`src/rtl/core/etfd_pkg.sv`:
```
// Shared types and constants for the escaped telemetry frame deframer.
// No dependencies; every other file in rtl/core except etfd_ram imports this package.
package etfd_pkg;

   // Configuration register indexes
   localparam int CSR_IDX_W = 3;
   localparam logic [CSR_IDX_W-1:0] CSR_LENGTH_MODE  = 3'd0;
   localparam logic [CSR_IDX_W-1:0] CSR_GAP_LIMIT    = 3'd1;
   localparam logic [CSR_IDX_W-1:0] CSR_FLAG_VALUE   = 3'd2;
   localparam logic [CSR_IDX_W-1:0] CSR_ESCAPE_VALUE = 3'd3;
   localparam logic [CSR_IDX_W-1:0] CSR_ESCAPE_XOR   = 3'd4;
   localparam logic [CSR_IDX_W-1:0] CSR_FIXED_LENGTH = 3'd5;

   localparam int CSR_DATA_W = 16;
   localparam int LEN_W      = 7;

   // Reset values of the configuration registers
   localparam logic        RST_LENGTH_MODE  = 1'b1;
   localparam logic [15:0] RST_GAP_LIMIT    = 16'd20000;
   localparam logic [7:0]  RST_FLAG_VALUE   = 8'd126;
   localparam logic [7:0]  RST_ESCAPE_VALUE = 8'd125;
   localparam logic [7:0]  RST_ESCAPE_XOR   = 8'd32;
   localparam logic [6:0]  RST_FIXED_LENGTH = 7'd9;

   typedef struct packed {
      logic             length_mode;
      logic [15:0]      gap_limit;
      logic [7:0]       flag_value;
      logic [7:0]       escape_value;
      logic [7:0]       escape_xor;
      logic [LEN_W-1:0] fixed_length;
   } cfg_type;

   // Deframer phase
   typedef enum logic [1:0] {
      PH_IDLE  = 2'd0,
      PH_START = 2'd1,
      PH_FRAME = 2'd2,
      PH_ESC   = 2'd3
   } phase_type;

   // Output sequencer state
   typedef enum logic {
      BK_IDLE = 1'b0,
      BK_SEND = 1'b1
   } back_state_type;

   // Completed frame: which buffer half and how many bytes
   typedef struct packed {
      logic             bank;
      logic [LEN_W-1:0] count;
   } desc_type;

   // Buffer half handed back by the output side
   typedef struct packed {
      logic valid;
      logic bank;
   } release_type;

endpackage

```
`src/rtl/core/escaped_telemetry_frame_deframer.sv`:
```
// Top level of the escaped telemetry frame deframer: configuration registers
// and the front, queue, frame RAM and back instances. Depends on etfd_pkg.
//
// The block takes one received line byte per word, deframes flag-delimited,
// escape-stuffed frames and sends each completed frame as one output word per
// byte. The front end takes a word every cycle while req_ready is high. Frames
// are collected into one half of a two-frame RAM; when a frame completes the
// front switches halves, and it holds req_ready low only while the half it
// would fill next has not yet been released by the back end. The back end
// sends one word per cycle while rsp_ready is high, after first fetching the
// first byte of a frame from the RAM. No clearing pass is needed after reset.
module escaped_telemetry_frame_deframer #(
   parameter int MAX_FRAME = 32
) (
   input  logic        clock,
   input  logic        reset,
   input  logic        req_valid,
   output logic        req_ready,
   input  logic [7:0]  req_rx_byte,
   input  logic [15:0] req_arrival_tick,
   output logic        rsp_valid,
   input  logic        rsp_ready,
   output logic [7:0]  rsp_frame_byte,
   output logic [5:0]  rsp_byte_position,
   output logic [6:0]  rsp_frame_bytes,
   output logic        rsp_last_of_frame,
   input  logic        csr_write_enable,
   input  logic [etfd_pkg::CSR_IDX_W-1:0]  csr_index,
   input  logic [etfd_pkg::CSR_DATA_W-1:0] csr_write_data
);
   import etfd_pkg::*;

   localparam int RAM_DEPTH  = 2 * (2 ** $clog2(MAX_FRAME));
   localparam int RAM_ADDR_W = $clog2(RAM_DEPTH);

   cfg_type cfg_ff, cfg_in;

   logic                  wr_en;
   logic [RAM_ADDR_W-1:0] wr_addr;
   logic [7:0]            wr_data;
   logic [RAM_ADDR_W-1:0] rd_addr;
   logic [7:0]            rd_data;
   logic                  push_valid;
   desc_type              push_desc;
   logic                  pop;
   logic                  desc_valid;
   desc_type              head;
   release_type           release_bank;

   always_comb begin
      cfg_in = cfg_ff;
      if (csr_write_enable) begin
         unique case (csr_index)
            CSR_LENGTH_MODE:  cfg_in.length_mode  = csr_write_data[0];
            CSR_GAP_LIMIT:    cfg_in.gap_limit    = csr_write_data[15:0];
            CSR_FLAG_VALUE:   cfg_in.flag_value   = csr_write_data[7:0];
            CSR_ESCAPE_VALUE: cfg_in.escape_value = csr_write_data[7:0];
            CSR_ESCAPE_XOR:   cfg_in.escape_xor   = csr_write_data[7:0];
            CSR_FIXED_LENGTH: cfg_in.fixed_length = csr_write_data[6:0];
            default: begin
            end
         endcase
      end
   end

   always_ff @(posedge clock) begin
      if (reset) begin
         cfg_ff <= '{length_mode:  RST_LENGTH_MODE,
                     gap_limit:    RST_GAP_LIMIT,
                     flag_value:   RST_FLAG_VALUE,
                     escape_value: RST_ESCAPE_VALUE,
                     escape_xor:   RST_ESCAPE_XOR,
                     fixed_length: RST_FIXED_LENGTH};
      end else begin
         cfg_ff <= cfg_in;
      end
   end

   etfd_front #(
      .MAX_FRAME (MAX_FRAME)
   ) u_front (
      .clock        (clock),
      .reset        (reset),
      .cfg          (cfg_ff),
      .req_valid    (req_valid),
      .req_ready    (req_ready),
      .rx_byte      (req_rx_byte),
      .arrival_tick (req_arrival_tick),
      .wr_en        (wr_en),
      .wr_addr      (wr_addr),
      .wr_data      (wr_data),
      .push_valid   (push_valid),
      .push_desc    (push_desc),
      .release_bank (release_bank)
   );

   etfd_queue u_queue (
      .clock      (clock),
      .reset      (reset),
      .push_valid (push_valid),
      .push_desc  (push_desc),
      .pop        (pop),
      .not_empty  (desc_valid),
      .head       (head)
   );

   etfd_ram #(
      .WIDTH (8),
      .DEPTH (RAM_DEPTH)
   ) u_frame_ram (
      .clock   (clock),
      .wr_en   (wr_en),
      .wr_addr (wr_addr),
      .wr_data (wr_data),
      .rd_addr (rd_addr),
      .rd_data (rd_data)
   );

   etfd_back #(
      .MAX_FRAME (MAX_FRAME)
   ) u_back (
      .clock             (clock),
      .reset             (reset),
      .desc_valid        (desc_valid),
      .desc              (head),
      .pop               (pop),
      .rd_addr           (rd_addr),
      .rd_data           (rd_data),
      .rsp_valid         (rsp_valid),
      .rsp_ready         (rsp_ready),
      .rsp_frame_byte    (rsp_frame_byte),
      .rsp_byte_position (rsp_byte_position),
      .rsp_frame_bytes   (rsp_frame_bytes),
      .rsp_last_of_frame (rsp_last_of_frame),
      .release_bank      (release_bank)
   );

endmodule

```
`src/rtl/core/etfd_ram.sv`:
```
// Generic single-write, single-read RAM with registered read data.
// No dependencies.
module etfd_ram #(
   parameter int WIDTH = 8,
   parameter int DEPTH = 64
) (
   input  logic                     clock,
   input  logic                     wr_en,
   input  logic [$clog2(DEPTH)-1:0] wr_addr,
   input  logic [WIDTH-1:0]         wr_data,
   input  logic [$clog2(DEPTH)-1:0] rd_addr,
   output logic [WIDTH-1:0]         rd_data
);

   logic [WIDTH-1:0] mem [DEPTH];
   logic [WIDTH-1:0] rd_data_ff;

   always_ff @(posedge clock) begin
      if (wr_en) begin
         mem[wr_addr] <= wr_data;
      end
      rd_data_ff <= mem[rd_addr];
   end

   assign rd_data = rd_data_ff;

endmodule

```
`src/rtl/core/etfd_front.sv`:
```
// Front end: deframing state machine, gap timeout and frame buffer writes.
// Depends on etfd_pkg; writes the frame RAM and pushes completed frames.
module etfd_front #(
   parameter int MAX_FRAME = 32
) (
   input  logic                   clock,
   input  logic                   reset,
   input  etfd_pkg::cfg_type      cfg,
   input  logic                   req_valid,
   output logic                   req_ready,
   input  logic [7:0]             rx_byte,
   input  logic [15:0]            arrival_tick,
   output logic                   wr_en,
   output logic [$clog2(MAX_FRAME):0] wr_addr,
   output logic [7:0]             wr_data,
   output logic                   push_valid,
   output etfd_pkg::desc_type     push_desc,
   input  etfd_pkg::release_type  release_bank
);
   import etfd_pkg::*;

   localparam int IDX_W = $clog2(MAX_FRAME);
   localparam int CNT_W = $clog2(MAX_FRAME + 1);
   localparam logic [CNT_W-1:0] CNT_MAX = CNT_W'(MAX_FRAME);
   localparam logic [LEN_W-1:0] LEN_MAX = LEN_W'(MAX_FRAME);

   phase_type        phase_ff, phase_in;
   logic [CNT_W-1:0] count_ff, count_in;
   logic [15:0]      prev_tick_ff, prev_tick_in;
   logic             bank_ff, bank_in;
   logic [1:0]       busy_ff, busy_in;

   logic             accept;
   logic             is_flag;
   logic [15:0]      diff;
   logic             put;
   logic             emit;
   logic [LEN_W-1:0] eff_len;
   logic [CNT_W-1:0] emit_count;

   assign req_ready = !busy_ff[bank_ff];
   assign accept    = req_valid && req_ready;
   assign is_flag   = (rx_byte == cfg.flag_value);
   assign diff      = arrival_tick - prev_tick_ff;
   assign eff_len   = (cfg.fixed_length > LEN_MAX) ? LEN_MAX : cfg.fixed_length;
   assign wr_addr   = {bank_ff, count_ff[IDX_W-1:0]};

   always_comb begin
      phase_in     = phase_ff;
      count_in     = count_ff;
      prev_tick_in = prev_tick_ff;
      bank_in      = bank_ff;
      busy_in      = busy_ff;
      put          = 1'b0;
      emit         = 1'b0;
      wr_en        = 1'b0;
      wr_data      = rx_byte;
      emit_count   = '0;
      push_valid   = 1'b0;
      push_desc    = '{bank: bank_ff, count: '0};

      if (release_bank.valid) begin
         busy_in[release_bank.bank] = 1'b0;
      end

      if (accept) begin
         if (cfg.length_mode) begin
            prev_tick_in = arrival_tick;
         end
         if (cfg.length_mode && (diff > cfg.gap_limit) && !is_flag) begin
            phase_in = PH_IDLE;
            count_in = '0;
         end else begin
            unique case (phase_ff)
               PH_IDLE: begin
                  if (is_flag) begin
                     phase_in = PH_START;
                     count_in = '0;
                  end
               end
               PH_START: begin
                  if (is_flag) begin
                     if (cfg.length_mode) begin
                        phase_in = PH_FRAME;
                        count_in = '0;
                     end
                  end else begin
                     put      = 1'b1;
                     phase_in = PH_FRAME;
                  end
               end
               PH_FRAME: begin
                  if (rx_byte == cfg.escape_value) begin
                     phase_in = PH_ESC;
                  end else if (is_flag) begin
                     if (cfg.length_mode) begin
                        count_in = '0;
                     end else begin
                        emit = 1'b1;
                     end
                  end else begin
                     put = 1'b1;
                  end
               end
               PH_ESC: begin
                  put      = 1'b1;
                  wr_data  = rx_byte ^ cfg.escape_xor;
                  phase_in = PH_FRAME;
               end
               default: begin
                  phase_in = PH_IDLE;
               end
            endcase

            // bytes past the buffer end are dropped, count saturates
            if (put && (count_ff < CNT_MAX)) begin
               wr_en    = 1'b1;
               count_in = count_ff + CNT_W'(1);
            end

            if (cfg.length_mode && (phase_in == PH_FRAME) &&
                (LEN_W'(count_in) >= eff_len)) begin
               emit = 1'b1;
            end

            if (emit) begin
               emit_count = count_in;
               phase_in   = PH_IDLE;
               count_in   = '0;
               // an empty frame produces no output words
               if (emit_count != '0) begin
                  push_valid       = 1'b1;
                  push_desc.count  = LEN_W'(emit_count);
                  busy_in[bank_ff] = 1'b1;
                  bank_in          = !bank_ff;
               end
            end
         end
      end
   end

   always_ff @(posedge clock) begin
      if (reset) begin
         phase_ff     <= PH_IDLE;
         count_ff     <= '0;
         prev_tick_ff <= '0;
         bank_ff      <= 1'b0;
         busy_ff      <= '0;
      end else begin
         phase_ff     <= phase_in;
         count_ff     <= count_in;
         prev_tick_ff <= prev_tick_in;
         bank_ff      <= bank_in;
         busy_ff      <= busy_in;
      end
   end

endmodule

```
`src/rtl/core/etfd_queue.sv`:
```
// Two-entry queue of completed frame descriptors between front and back.
// Depends on etfd_pkg. Never overflows: each entry owns one buffer half.
module etfd_queue (
   input  logic               clock,
   input  logic               reset,
   input  logic               push_valid,
   input  etfd_pkg::desc_type push_desc,
   input  logic               pop,
   output logic               not_empty,
   output etfd_pkg::desc_type head
);
   import etfd_pkg::*;

   desc_type   entries_ff [2];
   logic       wr_ptr_ff, wr_ptr_in;
   logic       rd_ptr_ff, rd_ptr_in;
   logic [1:0] fill_ff, fill_in;
   logic       do_pop;

   assign not_empty = (fill_ff != 2'd0);
   assign head      = entries_ff[rd_ptr_ff];
   assign do_pop    = pop && not_empty;

   always_comb begin
      wr_ptr_in = wr_ptr_ff;
      rd_ptr_in = rd_ptr_ff;
      fill_in   = fill_ff;
      if (push_valid) begin
         wr_ptr_in = !wr_ptr_ff;
      end
      if (do_pop) begin
         rd_ptr_in = !rd_ptr_ff;
      end
      if (push_valid && !do_pop) begin
         fill_in = fill_ff + 2'd1;
      end else if (!push_valid && do_pop) begin
         fill_in = fill_ff - 2'd1;
      end
   end

   always_ff @(posedge clock) begin
      if (push_valid) begin
         entries_ff[wr_ptr_ff] <= push_desc;
      end
   end

   always_ff @(posedge clock) begin
      if (reset) begin
         wr_ptr_ff <= 1'b0;
         rd_ptr_ff <= 1'b0;
         fill_ff   <= '0;
      end else begin
         wr_ptr_ff <= wr_ptr_in;
         rd_ptr_ff <= rd_ptr_in;
         fill_ff   <= fill_in;
      end
   end

endmodule

```
`src/rtl/core/etfd_back.sv`:
```
// Back end: reads a completed frame from the RAM and sends one word per byte.
// Depends on etfd_pkg; pops the descriptor queue and releases buffer halves.
module etfd_back #(
   parameter int MAX_FRAME = 32
) (
   input  logic                       clock,
   input  logic                       reset,
   input  logic                       desc_valid,
   input  etfd_pkg::desc_type         desc,
   output logic                       pop,
   output logic [$clog2(MAX_FRAME):0] rd_addr,
   input  logic [7:0]                 rd_data,
   output logic                       rsp_valid,
   input  logic                       rsp_ready,
   output logic [7:0]                 rsp_frame_byte,
   output logic [5:0]                 rsp_byte_position,
   output logic [6:0]                 rsp_frame_bytes,
   output logic                       rsp_last_of_frame,
   output etfd_pkg::release_type      release_bank
);
   import etfd_pkg::*;

   localparam int IDX_W = $clog2(MAX_FRAME);

   back_state_type   state_ff, state_in;
   logic             bank_ff, bank_in;
   logic [IDX_W-1:0] idx_ff, idx_in;
   logic [LEN_W-1:0] count_ff, count_in;
   logic             last;

   assign last = ((LEN_W'(idx_ff) + LEN_W'(1)) == count_ff);

   always_comb begin
      state_in     = state_ff;
      bank_in      = bank_ff;
      idx_in       = idx_ff;
      count_in     = count_ff;
      pop          = 1'b0;
      release_bank = '{valid: 1'b0, bank: bank_ff};
      unique case (state_ff)
         BK_IDLE: begin
            if (desc_valid) begin
               pop      = 1'b1;
               bank_in  = desc.bank;
               count_in = desc.count;
               idx_in   = '0;
               state_in = BK_SEND;
            end
         end
         BK_SEND: begin
            if (rsp_ready) begin
               if (last) begin
                  release_bank.valid = 1'b1;
                  state_in           = BK_IDLE;
               end else begin
                  idx_in = idx_ff + IDX_W'(1);
               end
            end
         end
         default: begin
            state_in = BK_IDLE;
         end
      endcase
   end

   // read address follows the next index so the registered read data lines up with idx_ff
   assign rd_addr = {bank_in, idx_in};

   assign rsp_valid         = (state_ff == BK_SEND);
   assign rsp_frame_byte    = rd_data;
   assign rsp_byte_position = 6'(idx_ff);
   assign rsp_frame_bytes   = count_ff;
   assign rsp_last_of_frame = last;

   always_ff @(posedge clock) begin
      if (reset) begin
         state_ff <= BK_IDLE;
      end else begin
         state_ff <= state_in;
      end
   end

   always_ff @(posedge clock) begin
      bank_ff  <= bank_in;
      idx_ff   <= idx_in;
      count_ff <= count_in;
   end

endmodule
```
`config.mk`:
```
export PLATFORM = sky130hd
export DESIGN_NAME = escaped_telemetry_frame_deframer
export DESIGN_NICKNAME = d
export VERILOG_FILES = /design/src/rtl/core/etfd_pkg.sv /design/src/rtl/core/escaped_telemetry_frame_deframer.sv /design/src/rtl/core/etfd_ram.sv /design/src/rtl/core/etfd_front.sv /design/src/rtl/core/etfd_queue.sv /design/src/rtl/core/etfd_back.sv
export SDC_FILE = /design/constraint.sdc
export NUM_CORES = 1
export LEC_CHECK = 0
export BUFFER_PORTS_ARGS = -buffer_cell sky130_fd_sc_hd__buf_2
export CORE_MARGIN = 5
export CORE_UTILIZATION = 60
export CTS_CLUSTER_DIAMETER = 80
export DETAILED_ROUTE_END_ITERATION = 10
export HOLD_SLACK_MARGIN = 0.05
export PLACE_DENSITY = 0.87
export SLEW_MARGIN = 10
export SYNTH_ARGS = -nofsm -noshare
export SYNTH_HDL_FRONTEND = slang
export SYNTH_SLANG_ARGS = --single-unit
export TNS_END_PERCENT = 10
```
`constraint.sdc`:
```
create_clock -name clock -period 10.3 [get_ports clock]
set_input_delay 2.06 -clock clock [delete_from_list [all_inputs] [get_ports clock]]
set_output_delay 2.06 -clock clock [all_outputs]
set_load 0.02 [all_outputs]
```
# After elaboration in Yosys (flattened, before gate mapping)
# Memory sizes are Yosys's and may differ from the RTL's. A register that Yosys moved wholly into a read port is not among the register bits.
# Cells that the tools add are included.
[word_totals]
reg_bits = 93
latch_bits = 0
mem_bits_rw = 528
mem_bits_ro = 0
output_inout_bits = 24
elab_cells = 163
mem_count = 2
[memory_table]
columns = ["name", "words", "width", "read_ports", "rd_ports_with_merged_regs", "wr", "line", "source"]
rows = [
  ["u_frame_ram.mem", 64, 8, 1, 1, 1, "etfd_ram.sv:15", "logic [WIDTH-1:0] mem [DEPTH];"],
  ["u_queue.entries_ff", 2, 8, 1, 1, 1, "etfd_queue.sv:14", "desc_type entries_ff [2];"],
]
[classes]
add_sub_neg = 6
mul = 0
div_mod_pow = 0
n_lt_le_gt_ge = 8
eq_ne = 12
n_shift = 0
mux = 79
n_bitwise = 6
reduce_logical = 32
[ops]
columns = ["cell", "n"]
rows = [
  ["2-to-1 mux 6 bit", 10],
  ["2-to-1 mux 1 bit", 37],
  ["2-to-1 mux 2 bit", 15],
  ["2-to-1 mux 7 bit", 4],
  ["2-to-1 mux 8 bit", 3],
  ["case mux 6 bit (3 select lines)", 1],
  ["== test 8 bit", 2],
  ["greater-than comparator 16 bit", 1],
  ["AND reduction 2 bit", 8],
  ["subtractor 16 bit", 1],
  ["2-to-1 mux 5 bit", 3],
  ["logical AND 1 bit", 11],
  ["case mux 5 bit (2 select lines)", 1],
  ["case mux 2 bit (4 select lines)", 1],
  ["XOR 8 bit", 1],
  ["== test 7 bit", 1],
  ["greater-or-equal comparator 6 x 7 -> 1 bit", 1],
  ["greater-than comparator 7 x 6 -> 1 bit (second input constant)", 1],
  ["zero test 1 bit", 7],
  ["adder 5 x 1 -> 6 bit (second input constant)", 1],
  ["adder 6 x 1 -> 6 bit (second input constant)", 1],
  ["== test 2 bit (second input constant)", 3],
  ["== test 3 x 2 -> 1 bit (second input constant)", 2],
  ["== test 3 bit (second input constant)", 2],
  ["other kinds (20)", 25],
]

# Longest topological paths before layout
# Gate-level depths: netlist of the first run.
[logic_depth]
word_depth = 22
ltp_mapped = 27
depth_no_buf = 27

# Hierarchy
# From an unflattened synthesis of the first run, not the netlist that was laid out.
[unflattened]
cells_unflattened = 1645
area_unflattened_um2 = 26718.1
[modules_own_cells]
columns = ["module", "instances", "cells_per_inst", "area_each_um2", "seq_area_each_um2"]
rows = [
  ["etfd_ram", 1, 940, 20166.8, 15534.9],
  ["etfd_front", 1, 390, 2930.3, 540.5],
  ["escaped_telemetry_frame_deframer", 1, 189, 1973.1, 960.9],
  ["etfd_back", 1, 80, 869.6, 350.3],
  ["etfd_queue", 1, 46, 778.2, 580.6],
]

# Least setup slack after synthesis of the first run
# Ideal clock, no wire load.
[synth_timing]
path_kind = "input -> register"
startpoint = "in req_arrival_tick[0]"
endpoint = "mem u_frame_ram.mem[0][0] (data pin)"
setup_ns = 0.569
arrival_time_ns = 7.981
path_slack_ns = 1.750
cell_stages = 22
path_cell_list = "inv_1 ha_1 inv_1 fa_1 a21o_1 a21oi_1 o21ai_0 a21oi_1 o21ai_0 a21oi_1 o211ai_1 a31o_2 a21oi_1 xnor2_1 ha_1 nand4_1 nor3_1 a2111oi_0 a21oi_1 nor3_1 nand2_1 xnor2_1"
[synth_between]
elab_chain_len = 6
[synth_rtl]
columns = ["element", "line", "source"]
rows = [
  ["from (decl)", "escaped_telemetry_frame_deframer.sv:20", "input logic [15:0] req_arrival_tick,"],
  ["subtractor 16 bit", "etfd_front.sv:44", "assign diff = arrival_tick - prev_tick_ff;"],
  ["greater-than comparator 16 bit", "etfd_front.sv:70", "if (cfg.length_mode && (diff > cfg.gap_limit) && !is_flag) begin"],
  ["logical AND 1 bit (2 in a row)", "etfd_front.sv:70", ""],
  ["2-to-1 mux 8 bit", "etfd_front.sv:70", ""],
  ["2-to-1 mux 8 bit", "etfd_front.sv:66", "if (accept) begin"],
  ["net u_frame_ram.wr_data[0]", "etfd_ram.sv:10", "input logic [WIDTH-1:0] wr_data,"],
  ["to (decl)", "etfd_ram.sv:15", ""],
]
# The timed path passes the listed nets, and every way through them passes these cells.

# Final worst setup path of the first run
[layout_timing]
startpoint = "in req_arrival_tick[0]"
endpoint = "mem u_frame_ram.mem[30][1] (enable)"
[layout_between]
elab_chain_len = 8
[layout_rtl]
columns = ["element", "line", "source"]
rows = [
  ["subtractor 16 bit", "etfd_front.sv:44", ""],
  ["greater-than comparator 16 bit", "etfd_front.sv:70", ""],
  ["logical AND 1 bit (2 in a row)", "etfd_front.sv:70", ""],
  ["2-to-1 mux 1 bit", "etfd_front.sv:70", ""],
  ["2-to-1 mux 1 bit", "etfd_front.sv:66", ""],
  ["2-to-1 mux 1 bit", "etfd_ram.sv:19", "if (wr_en) begin"],
  ["2-to-1 mux 1 bit (implied by the code)", "etfd_ram.sv:20", "mem[wr_addr] <= wr_data;"],
]
# No other way between the ends.

==> results of run 1 <==
sequential cells by signal, summed over array words and instances (netlist names), named ones only:
signal                  count
u_frame_ram.mem           512
cfg_ff                     48
u_front.prev_tick_ff       16
u_queue.entries_ff         14
u_frame_ram.rd_data         8
u_back.rsp_frame_bytes      6
u_front.count_ff            6
u_back.idx_ff               5
u_front.busy_ff             2
u_front.phase_ff            2
u_queue.fill_ff             2
u_back.bank_ff              1
u_back.rsp_valid            1
u_front.bank_ff             1
u_queue.rd_ptr_ff           1
u_queue.wr_ptr_ff           1
per-layer routing:
layer	vias up	global-route usage [%]	part of all wire, %
met1	8553	34.5	36
li1	8035	-	-
met3	293	5.47	11
met5	-	0	0.020
met2	1188	44.3	48
met4	2	13.1	5.5
synth_stat cells (all sizes together) (3+ instances only):
library cell | n | share of area, %
and2 | 6 | 0.14
nor3b | 3 | 0.085
a32o | 3 | 0.11
xnor2 | 31 | 1.0
o21a | 5 | 0.14
nand2 | 512 | 7.2
nor2b | 11 | 0.26
o31ai | 11 | 0.31
buf | 69 | 1.3
a21oi | 111 | 2.1
inv | 51 | 0.72
clkbuf | 43 | 0.61
a22oi | 17 | 0.48
ha | 40 | 1.9
mux2i | 132 | 5.0
and3 | 3 | 0.071
xor2 | 15 | 0.49
a31o | 3 | 0.099
nand3b | 4 | 0.11
a32oi | 8 | 0.26
nand2b | 7 | 0.17
or3 | 3 | 0.071
a31oi | 25 | 0.59
o211ai | 12 | 0.34
mux2 | 8 | 0.35
nor4 | 11 | 0.26
a21o | 13 | 0.37
edfxtp | 532 | 60
nor3 | 24 | 0.47
nand4 | 32 | 0.75
nand3 | 168 | 3.2
o21ai | 14 | 0.26
a211oi | 5 | 0.19
a21boi | 4 | 0.11
nor2 | 117 | 1.7
or2 | 5 | 0.12
o22ai | 10 | 0.23
dfxtp | 95 | 7.1
o211a | 9 | 0.34
final cells by class:
type | instances | area, sq um | area share [%]
multi-input cells | 1408 | 8130 | 27.7
flip-flops and latches | 627 | 17900 | 60.8
clock inverters | 32 | 280 | 0.954
well taps | 592 | 741 | 2.52
repair buffers | 89 | 495 | 1.69
clock buffers | 81 | 1670 | 5.69
inverters | 51 | 194 | 0.660
power by group:
| part | total, mW | internal (mW) | switching [mW] |
|---|---|---|---|
| logic | 1.84 | 0.570 | 1.27 |
| clock network | 2.16 | 1.24 | 0.922 |
| registers | 2.82 | 2.79 | 0.0303 |
| total | 6.83 | 4.60 | 2.22 |
per-stage QoR:
step / cells / hold slack, ns / area (sq um) / worst slack, ns
finish: 2880 / 0.453 / 29400 / 2.30
detailed placement: 2767 / 0.446 / 27400 / 1.86
global route: 2880 / 0.482 / 29400 / 1.89
global placement: 2767 / 0.441 / 27400 / 2.10
CTS: 2880 / 0.454 / 29400 / 2.45
floorplan: 2198 / 0.436 / 26600 / 1.75
worst min-delay path, cell delays in order, from the launching register on:
cell and delay (ns):
sky130_fd_sc_hd__dfxtp_1 0.31, sky130_fd_sc_hd__nand2_1 0.05, sky130_fd_sc_hd__a21oi_1 0.05
how the worst max path moves through the flow:
stage	startpoint	to	slack [ns]	cells after the start
2_1_floorplan	req_arrival_tick[0]	u_frame_ram.mem[0][0]$_DFFE_PP_	1.75	22
3_3_place_gp	req_arrival_tick[0]	u_frame_ram.mem[38][4]$_DFFE_PP_	2.10	23
3_5_place_dp	req_arrival_tick[0]	u_frame_ram.mem[22][5]$_DFFE_PP_	1.86	23
4_1_cts	req_arrival_tick[0]	u_frame_ram.mem[22][4]$_DFFE_PP_	2.45	23
5_1_grt	req_arrival_tick[0]	u_frame_ram.mem[22][0]$_DFFE_PP_	1.89	23
6_report	req_arrival_tick[0]	u_frame_ram.mem[30][1]$_DFFE_PP_	2.30	23
kinds of logic after synthesis:
family	after synthesis
other	1
XOR/XNOR	46
buffers and inverters	163
multiplexers	140
AO/OA/AOI/OAI	262
adder cells (fa/ha/maj)	41
AND/OR/NAND/NOR	917
flip-flops	627
==> results.md, run 1 <==
- The final layout contains 2326 nets.
- TritonCTS built the clock tree.
- The quantity of gates resized following cts is 0.
- The global route total overflow is 0.
- The area growth from synthesis to layout is 10.4%.
- The worst hold path begins at u_front.prev_tick_ff[3]$_SDFFE_PP0P_.
- The vias after detailed routing is 18100.
- The leading cell type in the layout, fill and taps excluded is sky130_fd_sc_hd__edfxtp_1.
- The HPWL after detailed placement is 39.9 mm.
- Setup violations remaining at the end of the flow were counted as 0.
- Max-cap violations in this run came to 0.
- Of all flip-flops after synthesis, the portion carrying an async set or reset was 0%.
- In this run, distinct cell masters in the synthesized netlist total 72.
- The synthesized-area fraction occupied by xor and xnor cells is 1.51%.
- The endpoint identified for the worst register-to-register timing path is u_frame_ram.mem[30][1]$_DFFE_PP_.
- The clock period could shrink to 8.00 ns.
- TritonCTS created 60 clock buffers.
- The worst setup path is captured at a register.
- The floorplan step defined a core boundary enclosing 44000 sq um.
- The endpoint with the worst hold slack is u_front.prev_tick_ff[3]$_SDFFE_PP0P_.
- The highest attainable clock frequency is 125 MHz.
- The wire length after detailed routing is 65.4 mm.
- The adder-cell share of the synthesized area is 1.96%.
- The cell sitting at the root of the clock tree is a sky130_fd_sc_hd__clkbuf_16.
- The number of DRC violations after detailed routing is 0.
- The area of the mapped netlist is 26600 sq um.
- The type of the most critical hold path is register to register.
- The number of antenna violations at the first check in global routing came to 1.
- STA puts the critical path data arrival time at 8.24 ns.
- Adding up every negative setup slack in the final design gives 0 ns.
- The number of global-route vias before repair came to 17800.
- The hold buffer count at cts is 0.
- The worst-case IR drop observed on VDD is 0.166 mV.
- The max-slew violation count was 0.
- The biggest fanout along the worst timing path is 8.
- For the final database, setup skew stands at 0.0310 ns.
- The number of antenna diodes in the final layout is 0.
- The combinational family with the most area after synthesis is simple AND/OR/NAND/NOR gates.
- The signal on the critical path passes through buf_2 -> inv_1 -> ha_1 -> inv_1 -> fa_1 -> a21o_1 -> a21oi_1 -> o21ai_0 -> a21oi_1 -> o21ai_0 -> a21oi_1 -> o211ai_1 -> a31o_2 -> a21oi_1 -> xnor2_1 -> ha_1 -> nand4_1 -> nor3_1 -> a2111oi_0 -> a21oi_1 -> nor3_1 -> nand3_1 -> nor2_1.
- Counting instances, the worst hold path has a depth of 2.
- The warning count from the yosys run is 0.
- In this run the post-CTS setup repair buffer count came out at 0.
- In this run the tool buffered the top-level ports with 69 buffer cells.
- The critical register-to-register path startpoint is u_front.prev_tick_ff[1]$_SDFFE_PP0P_.
- The initial core utilization is 60.5%.
- Broken down by cell family, the worst path's largest delay share belongs to compound AO/OA/AOI/OAI gates.
- The first global-routing pass estimated 100 mm of wire.
- The die covers 48700 sq um.
- The headroom to the max-slew limit is 18.3%.
- The actual slew at the worst max-slew pin is 1.22 ns.
- In the synthesized netlist the dominant register cell turns out to be sky130_fd_sc_hd__edfxtp_1.
- Once detail routing completed, the nets flagged for antenna violations numbered 0.
- For this design, the slowest cell found on the critical path is sky130_fd_sc_hd__nor2_1.
- The most frequent cell on the critical path is sky130_fd_sc_hd__a21oi_1.
- In the routed layout, each cell is associated on average with a via count of 6.27.
- The number of enable flip-flop cells after synthesis is 532.
- Counting along the longest clock path gives a buffer depth of 3.
- For this run, the register share of the synthesized area comes to 67.2%.
- The die outline width is 221 microns.
- The I/O pin total is 72.
- STA puts the critical path data required time at 10.54 ns.
- Across all register-to-register paths, the minimum setup slack is 3.55 ns.
- The first detailed-routing pass ran for 6 iterations.
- The detailed router finished its first iteration with 2359 violations.
- The fraction of the mapped netlist area in compound gates is 6.37%.
- The static leakage is 10.8 nW.
- Together, buffers and inverters on the worst path number 3.
- Leaving out fill and tap cells, the most frequent cells in the layout are sky130_fd_sc_hd__edfxtp_1, sky130_fd_sc_hd__nand2_1, sky130_fd_sc_hd__nand3_1, sky130_fd_sc_hd__mux2i_1, sky130_fd_sc_hd__nor2_1.
- The tree built by TritonCTS fans out to 627 sinks.
- After floorplanning, the core was divided into 77 placement rows.
- Setup repair after global routing left no endpoint under its margin.
- The critical path class is input port to register.
- The number of filler instances in the final layout is 2996.
- Clock-pin slew was measured on the worst setup and hold paths at 0.06 ns.
- From bottom edge to top edge, the die measures 221 microns.
- Of the post-synthesis cell area, the part taken by muxes is 5.32%.
- The gate count of the mapped netlist is 2197.
- On the worst path, the slowest cell contributes a delay of 0.86 ns.
- The design draws 6.83 mW.
- The flip-flop and latch count after synthesis is 627.
- The H-tree was split into 2 levels.
- For this run, the share of the core covered by cells in the final layout is 66.8%.
- Routability-driven placement finished with a final weighted congestion of 0.922.
- In the final routed layout, each cell accounts on average for 22.7 microns.
- The final worst-path cycle share is 77.7%.
- The clock insertion delay at the later pin of the skew report is 0.63 ns.
- Entering global routing, the biggest net connects 87 pins.
- The number of endpoints with negative hold slack in the final report is 0.
- The startpoint kind of the worst setup timing path is an input port.
- For this design the ratio of total power to cell area is 232 nW/um^2.
- Across every metal layer, demand over resource in global routing totals 26.9%.
- The logic depth of the worst register-to-register path is 20.
- The post-synthesis share of cell area spent on and, or, nand and nor gates is 15.0%.
- The mean area per synthesized cell is 12.1 sq um.
- The run finished with clean final reports.
- The layout cell share with drive strength beyond 1 is 9.70%.
(Power assumes the default switching activity.)
==> run 2, diff against run 1 <==
Settings changed: ABC_AREA set to 1, CORE_UTILIZATION 60 to 57.
Clock period 10.3 ns to 6.75 ns, I/O delays scaled along.
==> results.md, run 2 <==
- Clock latency on the worst-skew pair, taken at its later pin, is 0.64 ns.
- The critical path class is input port to register.
- The sequential element share of the synthesized area is 63.2%.
- The final reports fail on design-rule violations.
- The routed layout has 21400 vias.
- The count of placed standard cells including taps is 3581.
- The clock tree buffer depth is 3.
- In the layout the commonest cells are sky130_fd_sc_hd__nand2_1, sky130_fd_sc_hd__edfxtp_1, sky130_fd_sc_hd__nand3_1, sky130_fd_sc_hd__inv_1, sky130_fd_sc_hd__nor2_1.
- The number of different library cells used by synthesis comes to 45.
- The number of rows created at floorplan is 81.
- Based on the critical path, the design can be clocked at up to 164 MHz.
- Dividing the detail-routed wire length by the instance count gives 19.4 microns.
- The design draws 13.1 mW.
- The count of input and output buffers is 69.
- The headroom to the max-slew limit is 13.8%.
- The detail-routed via count per cell is 5.80.
- The static leakage is 13.2 nW.
- The area of the core is 49100 sq um.
- The library cell with the largest summed area after synthesis is sky130_fd_sc_hd__edfxtp_1.
- The number of nets in the layout is 3067.
- After detailed routing, the number of remaining DRC violations is 1.
- The largest registers in the layout are u_frame_ram.mem (512), cfg_ff (48), u_front.prev_tick_ff (16).
- The run finished, with violations left.
- The type of the most critical hold path is register to register.
- In this run the power density over the cells is 411 nW/um^2.
- The number of iterations in the first detailed-routing pass is 11.
- In this run, synthesis inferred 532 flip-flops with an integrated enable.
- The detail route stage leaves a number of antenna-violating nets equal to 0.
- Setup repair after global routing left no endpoint under its margin.
- The global routing usage summed across all routing layers is 26.3%.
- Setup violations remaining at the end of the flow were counted as 0.
- At the end of routability-driven placement, the weighted congestion stood at 0.917.
- The max-slew violation count is 0.
- The commonest cells after synthesis are sky130_fd_sc_hd__nand2_1, sky130_fd_sc_hd__edfxtp_1, sky130_fd_sc_hd__nand3_1.
- The library cell used most frequently in the layout, excluding fill and tap cells, is sky130_fd_sc_hd__nand2_1.
- The startpoint kind of the worst setup timing path is an input port.
- In this run the worst path has a maximum fanout of 9.
- TritonCTS built the clock tree.
- VDD sags by at most 0.446 mV.
- In this run the register-to-register setup slack is 1.12 ns.
- Excluding fillers, the count of instances in the completed layout stands at 3694.
- The clock tree synthesis step divided the H-tree into 2 levels.
- The number of global-route vias before repair is 20600.
- The die is 233 microns wide.
- Data on the critical path is required at its endpoint by 7.00 ns.
- The number of maximum-capacitance constraint violations is 0.
- For this design the top-level I/O count stands at 72.
- The initial core utilization is 57.7%.
- After detailed placement, the total cell area comes to 29700 sq um.
- The final setup TNS is 0 ns.
- The clock root buffer master is sky130_fd_sc_hd__clkbuf_16.
- The worst setup path is captured at a register.
- The number of filler instances in the final layout is 3393.
- The mapped netlist covers 28300 sq um.
- The quantity of gates resized following cts is 0.
- The first global-routing pass estimated 111 mm of wire.
- The maximum number of pins on one net before global-route repair is 121.
- The proportion of register bits with asynchronous set or reset after synthesis is 0%.
- The CTS clock-pin slew for the worst setup and hold paths is 0.06 ns.
- The count of clock tree sinks is 627.
- The vertical die dimension is 233 microns.
- Among all cell types in the netlist, the one instantiated most often is sky130_fd_sc_hd__nand2_1.
- After detailed routing, the total wire length is 71.6 mm.
- The number of hold buffers added after CTS was 0.
- Summed over all layers, the global routing overflow is 0.
- Ranked by flip-flop count, first place goes to u_frame_ram.mem.
- Among all flip-flop cells after synthesis, the most frequent one is sky130_fd_sc_hd__edfxtp_1.
- In the final layout, the share of cells above drive strength 1 is 9.67%.
- The register with the most flip-flops in the layout has 512 of them.
- The number of antenna violations at the first check in global routing is 1.
- The number of endpoints with negative hold slack in the final report is 0.
- The final worst-path cycle share is 90.1%.
- For the finished layout, the period the worst path requires is 6.08 ns.
- The portion of synthesized cell area occupied by the leading cell type is 56.5%.
- Once layout is done, the placed cells without fillers occupy 31800 sq um.
- The floorplan step defined a die boundary enclosing 54200 sq um.
- The gate count of the mapped netlist is 2891.
- The HPWL after detailed placement is 42.7 mm.
- The number of clock buffers added by TritonCTS is 59.
- For this block, the initial DRC count from the detailed router was 3480.
- Across the routed clock network, the largest skew measured is 0.0270 ns.
- The number of buffers added for setup after CTS is 0.
- The share of the core filled with cells is 64.9%.
- The data arrival time of the critical path is 6.33 ns.
- The synthesized design contains 627 register bits.
- The relative area change from synthesis to final layout is 12.6%.
- The actual slew at the worst max-slew pin is 1.29 ns.
- Ranked by total cell area, the synthesized netlist is headed by sky130_fd_sc_hd__edfxtp_1, sky130_fd_sc_hd__nand2_1, sky130_fd_sc_hd__nand3_1.
- Yosys printed 0 warnings.
- A synthesized cell averages 9.78 sq um.
-- run 2: cell types whose count changed in the layout (fill, tap and decap cells not counted), sizes merged, moves of 38 or more --
| cell | change |
|---|---|
| nand3 | +315 |
| mux2i | -132 |
| a21oi | -38 |
| buf | +74 |
| o21ai | +53 |
| nand2 | +339 |
| inv | +301 |
-- run 2: worst max-delay path, stage by stage --
cell                       delay (ns)
sky130_fd_sc_hd__buf_2           0.11
sky130_fd_sc_hd__ha_1            0.35
sky130_fd_sc_hd__a21o_1          0.20
sky130_fd_sc_hd__a31oi_1         0.27
sky130_fd_sc_hd__o21ai_0         0.22
sky130_fd_sc_hd__nand2_1         0.10
sky130_fd_sc_hd__nand2_1         0.06
sky130_fd_sc_hd__a21oi_1         0.23
sky130_fd_sc_hd__o21ai_0         0.22
sky130_fd_sc_hd__a21boi_0        0.34
sky130_fd_sc_hd__o21ai_0         0.16
sky130_fd_sc_hd__xor2_1          0.16
sky130_fd_sc_hd__ha_1            0.30
sky130_fd_sc_hd__nand2_1         0.05
sky130_fd_sc_hd__inv_1           0.08
sky130_fd_sc_hd__nand3_1         0.07
sky130_fd_sc_hd__inv_1           0.07
sky130_fd_sc_hd__nand2_1         0.07
sky130_fd_sc_hd__nor3_1          0.16
sky130_fd_sc_hd__nor3_1          0.07
sky130_fd_sc_hd__nand2_1         0.13
sky130_fd_sc_hd__nand2_1         0.10
sky130_fd_sc_hd__clkinv_1        0.21
sky130_fd_sc_hd__nand2_1         0.12
sky130_fd_sc_hd__nor2_1          0.23
sky130_fd_sc_hd__nand3_1         0.10
sky130_fd_sc_hd__buf_4           0.22
sky130_fd_sc_hd__nor2_1          0.57
-- run 2: area by class of cell --
cell class	instances	area, sq um	share of cell area [%]
Antenna cell	1	2.50	0.00786
Sequential cell	627	17900	56.1
Inverter	356	1340	4.20
Clock buffer	72	1600	5.01
Timing Repair Buffer	163	1150	3.62
Clock inverter	40	526	1.65
Tap cell	664	831	2.61
Multi-Input combinational cell	1771	8520	26.7
-- run 2: cell families after synthesis --
family	Yosys count	synth area share, %
muxes	6	0.239
DFF	627	63.2
other	1	0.0133
AOI/OAI and AO/OA	169	3.36
buffers and inverters	494	7.33
xor gates and xnor gates	31	0.960
and+or+nand+nor	1522	23.1
adders and majority gates	41	1.84
-- run 2: worst paths after layout --
check / startpoint / end / depth (start not counted)
min reg2reg: u_front.prev_tick_ff[12]$_SDFFE_PP0P_ / u_front.prev_tick_ff[12]$_SDFFE_PP0P_ / 2
max reg2reg: u_front.prev_tick_ff[2]$_SDFFE_PP0P_ / u_frame_ram.mem[16][2]$_DFFE_PP_ / 28
max: req_arrival_tick[2] / u_frame_ram.mem[16][2]$_DFFE_PP_ / 28
min: u_front.prev_tick_ff[12]$_SDFFE_PP0P_ / u_front.prev_tick_ff[12]$_SDFFE_PP0P_ / 2
-- run 2: through the flow --
step	hold WS, ns	setup WS (ns)
floorplan	0.426	0.109
global placement	0.434	0.477
detailed placement	0.455	0.273
CTS	0.463	0.766
global route	0.486	0.267
finish	0.462	0.669
-- run 2: layer usage --
metal / vias to the layer above / share of wire [%] / GRT usage (%)
li1: 9769 / - / -
met1: 9873 / 35 / 33.8
met2: 1479 / 48 / 43.5
met3: 312 / 11 / 5.25
met4: 0 / 5.2 / 11.7
met5: - / 0 / 0
-- run 2: power by group --
group          internal [mW]  total (mW)  switching, mW
Sequential              4.30        4.39         0.0918
Combinational           1.37        5.12           3.75
Clock                   2.11        3.57           1.46
Total                   7.79        13.1           5.30
